### config.mk
export PLATFORM = sky130hd
export DESIGN_NAME = chained_hash_table
export DESIGN_NICKNAME = d
export VERILOG_FILES = /design/src/design/cht_pkg.sv /design/src/design/chained_hash_table.sv /design/src/design/cht_front.sv /design/src/design/cht_back.sv
export SDC_FILE = /design/constraint.sdc
export NUM_CORES = 2
export LEC_CHECK = 0
export BUFFER_PORTS_ARGS = -buffer_cell sky130_fd_sc_hd__buf_2
export CORE_MARGIN = 8
export CORE_UTILIZATION = 40
export DETAILED_ROUTE_END_ITERATION = 10
export HOLD_SLACK_MARGIN = 0.08
export PLACE_DENSITY_LB_ADDON = 0.3
export SLEW_MARGIN = 40
export SYNTH_ARGS = -nofsm -noshare
export SYNTH_HDL_FRONTEND = slang
export SYNTH_MEMORY_MAX_BITS = 65536
export SYNTH_SLANG_ARGS = --single-unit
### constraint.sdc
create_clock -name clk -period 12.1 [get_ports clk]
set_clock_uncertainty 0.1 [all_clocks]
set_input_delay 1.815 -clock clk [delete_from_list [all_inputs] [get_ports clk]]
set_output_delay 1.815 -clock clk [all_outputs]
set_load 0.01 [all_outputs]
### src/design/cht_pkg.sv
// chained hash table: shared types and codes
// no dependencies
package cht_pkg;
  localparam logic [1:0] ACT_INSERT = 2'd0;
  localparam logic [1:0] ACT_LOOKUP = 2'd1;
  localparam logic [1:0] ACT_DELETE = 2'd2;
  localparam logic [1:0] ST_DONE     = 2'd0;
  localparam logic [1:0] ST_NOTFOUND = 2'd1;
  localparam logic [1:0] ST_FULL     = 2'd2;
  localparam logic [7:0] BUCKET_COUNT_RESET = 8'd100;
endpackage

### src/design/chained_hash_table.sv
// chained hash table top level: config register, front end, back end
// depends on cht_pkg, cht_front, cht_back
//
// channel  | handshake              | fields
// in_      | start & !busy          | in_action, in_key, in_payload
// out_     | out_valid (one cycle)  | out_status, out_found_payload, out_last
// cfg_     | psel&penable&pwrite    | pwdata[7:0] -> bucket_count (addr 0)
//
// from the accepting edge, the front end runs a bit-serial modulo over the key
// and then hands the request off to the back end
// the walker then reads the bucket head, visits the chain one entry at a time,
// and ends in a flush state for the final result of a lookup or of a delete that misses
// busy stays high until the walker is idle again, so one request is in flight
// reset is synchronous; after reset a clearing pass over every bucket wipes
// the bucket heads, with busy held high
// the receiver cannot stall results
module chained_hash_table import cht_pkg::*; #(
  parameter int MAX_BUCKETS = 128,
  parameter int POOL_ENTRIES = 64,
  parameter int KEY_BITS = 40
) (
  input  logic                clk,
  input  logic                rst_n,
  input  logic                start,
  output logic                busy,
  input  logic [1:0]          in_action,
  input  logic [KEY_BITS-1:0] in_key,
  input  logic [15:0]         in_payload,
  output logic                out_valid,
  output logic [1:0]          out_status,
  output logic [15:0]         out_found_payload,
  output logic                out_last,
  input  logic                psel,
  input  logic                penable,
  input  logic                pwrite,
  input  logic [0:0]          paddr,
  input  logic [31:0]         pwdata,
  output logic [31:0]         prdata,
  output logic                pready
);
  localparam int BW = $clog2(MAX_BUCKETS);
  logic [7:0] cfg_bucket_count_r;
  logic f_busy, q_valid, q_take, b_ready;
  logic [1:0] q_action;
  logic [KEY_BITS-1:0] q_key;
  logic [15:0] q_payload;
  logic [BW-1:0] q_bucket;

  assign pready = 1'b1;
  assign prdata = (paddr == 1'b0) ? {24'd0, cfg_bucket_count_r} : 32'd0;

  // bucket count register
  always_ff @(posedge clk) begin
    if (!rst_n) cfg_bucket_count_r <= BUCKET_COUNT_RESET;
    else if (psel && penable && pwrite && paddr == 1'b0)
      cfg_bucket_count_r <= pwdata[7:0];
  end

  // busy also covers the back end so a request only enters a free pipeline
  assign busy = f_busy | !b_ready;

  cht_front #(.MAX_BUCKETS(MAX_BUCKETS), .KEY_BITS(KEY_BITS)) u_front (
    .clk, .rst_n, .req_valid(start && !busy), .req_action(in_action),
    .req_key(in_key), .req_payload(in_payload), .bucket_count(cfg_bucket_count_r),
    .busy(f_busy), .q_take, .q_valid, .q_action, .q_key, .q_payload, .q_bucket
  );

  cht_back #(.MAX_BUCKETS(MAX_BUCKETS), .POOL_ENTRIES(POOL_ENTRIES),
    .KEY_BITS(KEY_BITS)) u_back (
    .clk, .rst_n, .q_valid, .q_action, .q_key, .q_payload, .q_bucket, .q_take,
    .ready(b_ready), .res_valid(out_valid), .res_status(out_status),
    .res_payload(out_found_payload), .res_last(out_last)
  );
endmodule

### src/design/cht_front.sv
// chained hash table front end: request capture and key modulo
// depends on cht_pkg
module cht_front import cht_pkg::*; #(
  parameter int MAX_BUCKETS = 128,
  parameter int KEY_BITS = 40,
  localparam int BW = $clog2(MAX_BUCKETS)
) (
  input  logic                clk,
  input  logic                rst_n,
  input  logic                req_valid,
  input  logic [1:0]          req_action,
  input  logic [KEY_BITS-1:0] req_key,
  input  logic [15:0]         req_payload,
  input  logic [7:0]          bucket_count,
  output logic                busy,
  input  logic                q_take,
  output logic                q_valid,
  output logic [1:0]          q_action,
  output logic [KEY_BITS-1:0] q_key,
  output logic [15:0]         q_payload,
  output logic [BW-1:0]       q_bucket
);
  localparam int RW = KEY_BITS + 1;
  logic                act_r, act_nxt;
  logic [$clog2(KEY_BITS+1)-1:0] cnt_r, cnt_nxt;
  logic [RW-1:0]       rem_r, rem_nxt;
  logic [KEY_BITS-1:0] key_r, key_nxt, sh_r, sh_nxt;
  logic [1:0]          action_r, action_nxt;
  logic [15:0]         pay_r, pay_nxt;
  logic [8:0]          mod_r, mod_nxt;
  logic                qv_r, qv_nxt;
  logic [RW-1:0]       trial;

  assign busy      = act_r | qv_r;
  assign q_valid   = qv_r;
  assign q_action  = action_r;
  assign q_key     = key_r;
  assign q_payload = pay_r;
  assign q_bucket  = rem_r[BW-1:0];

  // restoring remainder, one key bit per cycle
  always_comb begin
    act_nxt = act_r; cnt_nxt = cnt_r; rem_nxt = rem_r; key_nxt = key_r;
    sh_nxt = sh_r; action_nxt = action_r; pay_nxt = pay_r; mod_nxt = mod_r;
    qv_nxt = qv_r && !q_take;
    trial = {rem_r[RW-2:0], sh_r[KEY_BITS-1]};
    if (req_valid && !busy) begin
      act_nxt = 1'b1; cnt_nxt = '0; rem_nxt = '0;
      key_nxt = req_key; sh_nxt = req_key;
      action_nxt = req_action; pay_nxt = req_payload;
      if (bucket_count == 8'd0) mod_nxt = 9'd1;
      else if (32'(bucket_count) > MAX_BUCKETS) mod_nxt = 9'(MAX_BUCKETS);
      else mod_nxt = {1'b0, bucket_count};
    end else if (act_r) begin
      sh_nxt = sh_r << 1;
      rem_nxt = (trial >= RW'(mod_r)) ? trial - RW'(mod_r) : trial;
      cnt_nxt = cnt_r + 1'b1;
      if (32'(cnt_r) == KEY_BITS - 1) begin
        act_nxt = 1'b0; qv_nxt = 1'b1;
      end
    end
  end

  always_ff @(posedge clk) begin
    if (!rst_n) begin
      act_r <= 1'b0; qv_r <= 1'b0; cnt_r <= '0; mod_r <= 9'd1;
    end else begin
      act_r <= act_nxt; qv_r <= qv_nxt; cnt_r <= cnt_nxt; mod_r <= mod_nxt;
    end
    rem_r <= rem_nxt; key_r <= key_nxt; sh_r <= sh_nxt;
    action_r <= action_nxt; pay_r <= pay_nxt;
  end
endmodule

### src/design/cht_back.sv
// chained hash table back end: chain walker over head and entry memories
// depends on cht_pkg
module cht_back import cht_pkg::*; #(
  parameter int MAX_BUCKETS = 128,
  parameter int POOL_ENTRIES = 64,
  parameter int KEY_BITS = 40,
  localparam int BW = $clog2(MAX_BUCKETS),
  localparam int EW = $clog2(POOL_ENTRIES)
) (
  input  logic                clk,
  input  logic                rst_n,
  input  logic                q_valid,
  input  logic [1:0]          q_action,
  input  logic [KEY_BITS-1:0] q_key,
  input  logic [15:0]         q_payload,
  input  logic [BW-1:0]       q_bucket,
  output logic                q_take,
  output logic                ready,
  output logic                res_valid,
  output logic [1:0]          res_status,
  output logic [15:0]         res_payload,
  output logic                res_last
);
  typedef enum logic [3:0] {
    S_CLEAR, S_IDLE, S_HEAD, S_HEADW, S_READ, S_READW, S_EVAL, S_FLUSH
  } state_t;
  typedef struct packed {
    logic          ok;
    logic [EW-1:0] idx;
  } link_t;

  state_t state_r;
  logic [BW-1:0] clr_r;
  link_t head_mem [MAX_BUCKETS];
  logic [KEY_BITS-1:0] key_mem [POOL_ENTRIES];
  logic [15:0] pay_mem [POOL_ENTRIES];
  link_t next_mem [POOL_ENTRIES];
  logic [POOL_ENTRIES-1:0] used_r;

  logic [1:0] act_r;
  logic [KEY_BITS-1:0] key_r;
  logic [BW-1:0] bkt_r;
  link_t head_rd_r, cur_r, prev_r;
  logic [KEY_BITS-1:0] ek_rd_r;
  logic [15:0] ep_rd_r;
  link_t en_rd_r;
  logic [EW:0] steps_r;
  logic [EW-1:0] slot_r;
  logic hold_v_r; // pending lookup match waits for last flag
  logic [15:0] hold_p_r;
  logic rv_r, rl_r; logic [1:0] rs_r; logic [15:0] rp_r;

  logic free_ok; logic [EW-1:0] free_idx;
  always_comb begin
    free_ok = 1'b0; free_idx = '0;
    for (int i = POOL_ENTRIES - 1; i >= 0; i--) begin
      if (!used_r[i]) begin free_ok = 1'b1; free_idx = EW'(i); end
    end
  end

  assign q_take = (state_r == S_IDLE) && q_valid;
  assign ready = state_r == S_IDLE;
  assign res_valid = rv_r; assign res_status = rs_r;
  assign res_payload = rp_r; assign res_last = rl_r;

  // memory ports
  always_ff @(posedge clk) begin
    head_rd_r <= head_mem[bkt_r];
    ek_rd_r <= key_mem[cur_r.idx];
    ep_rd_r <= pay_mem[cur_r.idx];
    en_rd_r <= next_mem[cur_r.idx];
    if (state_r == S_CLEAR) head_mem[clr_r] <= '0;
    else if (state_r == S_HEADW && act_r == ACT_INSERT && !head_rd_r.ok)
      head_mem[bkt_r] <= '{1'b1, slot_r};
    else if (state_r == S_EVAL && act_r == ACT_DELETE && ek_rd_r == key_r &&
             !prev_r.ok)
      head_mem[bkt_r] <= en_rd_r;
    if (state_r == S_IDLE && q_valid && q_action == ACT_INSERT && free_ok) begin
      key_mem[free_idx] <= q_key; pay_mem[free_idx] <= q_payload;
    end
    if (state_r == S_IDLE && q_valid && q_action == ACT_INSERT && free_ok)
      next_mem[free_idx] <= '0;
    else if (state_r == S_EVAL && act_r == ACT_INSERT && (!en_rd_r.ok ||
             32'(steps_r) >= POOL_ENTRIES - 1))
      next_mem[cur_r.idx] <= '{1'b1, slot_r};
    else if (state_r == S_EVAL && act_r == ACT_DELETE && ek_rd_r == key_r &&
             prev_r.ok)
      next_mem[prev_r.idx] <= en_rd_r;
  end

  always_ff @(posedge clk) begin
    if (!rst_n) begin
      state_r <= S_CLEAR; clr_r <= '0; used_r <= '0; rv_r <= 1'b0;
      hold_v_r <= 1'b0;
    end else begin
      rv_r <= 1'b0;
      unique case (state_r)
        S_CLEAR: begin
          clr_r <= clr_r + 1'b1;
          if (32'(clr_r) == MAX_BUCKETS - 1) state_r <= S_IDLE;
        end
        S_IDLE: if (q_valid) begin
          act_r <= q_action; key_r <= q_key;
          bkt_r <= q_bucket; slot_r <= free_idx; steps_r <= '0;
          prev_r <= '0; hold_v_r <= 1'b0;
          if (q_action == ACT_INSERT && !free_ok) begin
            rv_r <= 1'b1; rs_r <= ST_FULL; rp_r <= '0; rl_r <= 1'b1;
          end else if (q_action == ACT_INSERT || q_action == ACT_LOOKUP ||
                       q_action == ACT_DELETE) begin
            if (q_action == ACT_INSERT) used_r[free_idx] <= 1'b1;
            state_r <= S_HEAD;
          end else begin
            rv_r <= 1'b1; rs_r <= ST_NOTFOUND; rp_r <= '0; rl_r <= 1'b1;
          end
        end
        S_HEAD: state_r <= S_HEADW;
        S_HEADW: begin
          cur_r <= head_rd_r;
          if (!head_rd_r.ok) begin
            if (act_r == ACT_INSERT) begin
              rv_r <= 1'b1; rs_r <= ST_DONE; rp_r <= '0; rl_r <= 1'b1;
              state_r <= S_IDLE;
            end else state_r <= S_FLUSH;
          end else state_r <= S_READ;
        end
        S_READ: state_r <= S_READW;
        S_READW: state_r <= S_EVAL;
        S_EVAL: begin
          steps_r <= steps_r + 1'b1;
          prev_r <= cur_r; cur_r <= en_rd_r;
          state_r <= S_READ;
          if (act_r == ACT_INSERT) begin
            if (!en_rd_r.ok || 32'(steps_r) >= POOL_ENTRIES - 1) begin
              rv_r <= 1'b1; rs_r <= ST_DONE; rp_r <= '0; rl_r <= 1'b1;
              state_r <= S_IDLE;
            end
          end else begin
            if (ek_rd_r == key_r) begin
              if (act_r == ACT_DELETE) begin
                used_r[cur_r.idx] <= 1'b0;
                rv_r <= 1'b1; rs_r <= ST_DONE; rp_r <= ep_rd_r; rl_r <= 1'b1;
                state_r <= S_IDLE;
              end else begin
                if (hold_v_r) begin
                  rv_r <= 1'b1; rs_r <= ST_DONE; rp_r <= hold_p_r; rl_r <= 1'b0;
                end
                hold_v_r <= 1'b1; hold_p_r <= ep_rd_r;
              end
            end
            if (state_r == S_EVAL && !(act_r == ACT_DELETE && ek_rd_r == key_r) &&
                (!en_rd_r.ok || 32'(steps_r) >= POOL_ENTRIES - 1))
              state_r <= S_FLUSH;
          end
        end
        S_FLUSH: begin
          rv_r <= 1'b1; rl_r <= 1'b1;
          if (hold_v_r) begin
            rs_r <= ST_DONE; rp_r <= hold_p_r;
          end else begin
            rs_r <= ST_NOTFOUND; rp_r <= '0;
          end
          hold_v_r <= 1'b0; state_r <= S_IDLE;
        end
        default: state_r <= S_IDLE;
      endcase
    end
  end

  a_one_result: assert property (@(posedge clk) disable iff (!rst_n)
    rv_r && rl_r |=> !rv_r) else $error("back-to-back last results");
  a_clear_quiet: assert property (@(posedge clk) disable iff (!rst_n)
    state_r == S_CLEAR |-> !rv_r && !q_take) else $error("activity during clear");
  a_full_status: assert property (@(posedge clk) disable iff (!rst_n)
    rv_r && rs_r == ST_FULL |-> rl_r && rp_r == 16'd0) else $error("bad full result");
endmodule

==> run metrics <==
outcome finished, final reports clean; Metal-1 WL 231 mm; fraction of registers with async set/reset 0%; PortBufs 101; Remaining DRCs 0; vias in the first global route 110000; HPWL after DPL 324 mm; Critical Path RT 12660 ps; CTS max path bufs 4; Syn Std Cell Area 0.197 mm²; Worst-Margin Slew 1140 ps; P_leak 67.5 nW; fin crit share 50.5%; final hold vios 0; Worst-Skew Late Latency 1070 ps; worst hold path type reg -> reg; Clock transition at path regs 60 ps; placer congestion estimate 0.912; Antenna Nets Post-Route 0; post-synth top area share 78.3%; Synth warnings 0; Initial DRT Pass Iterations 8; FMAX 164 MHz; Initial Utilization 40.2%; Filler Cell Count 40800; Post-Synthesis Cells 10600; crit path kind reg -> reg; final net count 11100; GRT Util Overall 22.5%; core footprint 0.490 mm²; DP Area 0.207 mm²; top-count cell post-synth edfxtp_1; clock root buffer clkbuf_16; final hold slack 344 ps; Register Area 0.158 mm²; Met3 Wirelength 62.0 mm; CP max FO 24; CP Capture Type register; Top Ports 151; final core occ 46.0%; area delta synth->final 14.4%; Max Cap Viol 0; Die Wd 718 µm; Primary FF master, synth edfxtp_1; CTS tree done; die height 718 µm; global-route wire length before repair 841 mm; list of most frequent post-synthesis cells edfxtp_1, a22oi_1, clkbuf_1, a22o_1, a221oi_1; worst vdd ir 0.170 mV; crit path time final 6120 ps; initial antenna violation count 30; CTS Buf Count 541; ranking of synthesized cells by area edfxtp_1, a22oi_1, mux4_2, dfxtp_1, a22o_1; share of cells above drive strength 1 15.2%; Clock Sinks 5347; Final Max Slew Viols 0; Final Instance Area 0.225 mm²; count of cell types in the netlist 86; H-tree depth 6; First DRT Iteration DRCs 16400; via count 113000; post-route setup slack 5980 ps; Multi-input gate area 0.0366 mm²; dpl ws 6410 ps; critical path launch point type register; Row Count 257; register area share after synthesis 80.5%; CP arrival 6680 ps; Setup Viol. Count Final 0; vias per cell 6.29; number of synthesized flops with an enable pin 5137; pwr dens 164 mW/mm²; largest net degree at the start of global routing 126; RSZ-0062 raised after global routing no; Slew HR 24.0%; Yosys top cell by area edfxtp_1; final wirelength 609 mm; setup bufs post-CTS 0; met2 wire length 288 mm; post-cts resize count 0; DR top layer met5; Mean Syn Cell Area 18.5 µm²; routed len/inst 34.0 µm; gr ovfl total 0; setup TNS 0 ps; hold buffers post-CTS 0; Yosys reg bits 5347; die footprint 0.515 mm²
through the flow:
| step | std cells | power (W) |
|---|---|---|
| after floorplan | 10700 | 0.0205 |
| after global placement | 16900 | 0.0206 |
| after detailed placement | 16900 | 0.0206 |
| after CTS | 17900 | 0.0372 |
| after global routing | 17900 | 0.0379 |
| final | 17900 | 0.0370 |
where the power goes:
group	internal, W	total, W	switching (W)	leakage [nW]
clock	0.00972	0.0168	0.00709	8.62
combinational	0.0000629	0.000186	0.000123	11.9
sequential	0.0200	0.0200	0.0000308	47.0
total	0.0298	0.0370	0.00725	67.5
cells by family after synthesis:
family,after synthesis,share of synthesized area [%]
XOR/XNOR,83,0.369
buffers and inverters,742,1.49
AND/OR/NAND/NOR,1204,3.01
flip-flops,5347,80.5
multiplexers,312,3.46
other,2,0.00381
AO/OA/AOI/OAI,2939,11.1
adder cells (fa/ha/maj),12,0.0800
final timing paths:
check	cells past startpoint	slack (ps)	to	from
setup reg to reg	12	5980	u_back.key_mem[41][37]	u_back.used_r[23]
hold reg to reg	0	340	u_back.hold_p_r[8]	u_back.ep_rd_r[8]
hold / removal	0	340	u_back.hold_p_r[8]	u_back.ep_rd_r[8]
setup / recovery	12	5980	u_back.key_mem[41][37]	u_back.used_r[23]
flip-flops by register name (all words and copies together) (netlist names), 8 cells and up:
register,flops
u_back.key_mem,2560
u_back.pay_mem,1024
u_back.head_mem,896
u_back.next_mem,448
u_back.used_r,64
u_back.ek_rd_r,40
u_back.key_r,40
u_front.q_key,40
u_front.rem_r,40
u_front.sh_r,40
u_back.ep_rd_r,16
u_back.hold_p_r,16
u_back.res_payload,16
u_front.q_payload,16
cfg_bucket_count_r,8
u_front.mod_r,8
metal layers:
layer | up-vias | global-route usage (%)
li1 | 45500 | -
met3 | 1397 | 4.23
met1 | 58500 | 29.9
met5 | - | 0
met4 | 8 | 9.57
met2 | 7299 | 36.4
cells in the final DEF (no fill, tap or decap), types with 209 or more instances in the layout:
cell and count:
edfxtp_1 5137, a22o_1 419, nand2_1 302, nor2_1 269
clkbuf_16 558, a22oi_1 1199, mux4_2 294, a31oi_1 399
a221oi_1 418, buf_4 269, dfxtp_1 209
worst max-delay path, stage by stage (launching register included):
cell	delay, ps
dfxtp_1	400
nor2b_1	190
o21ai_0	270
nand4_1	280
a311oi_1	650
o31ai_1	250
and2_1	250
nand2b_1	340
inv_2	290
nand2_1	490
nor2_4	740
buf_4	680
buf_4	690
final cells by class:
cell class                 instances  area share [%]
multi-input combinational       4575            16.2
tap                             6475            3.59
inverter                          40          0.0699
sequential                      5347            70.3
clock buffer                     673            6.44
clock inverter                   298            1.43
antenna                           30          0.0333
timing repair buffer             486            1.90
Note: power is estimated with default switching activity, not from simulation.
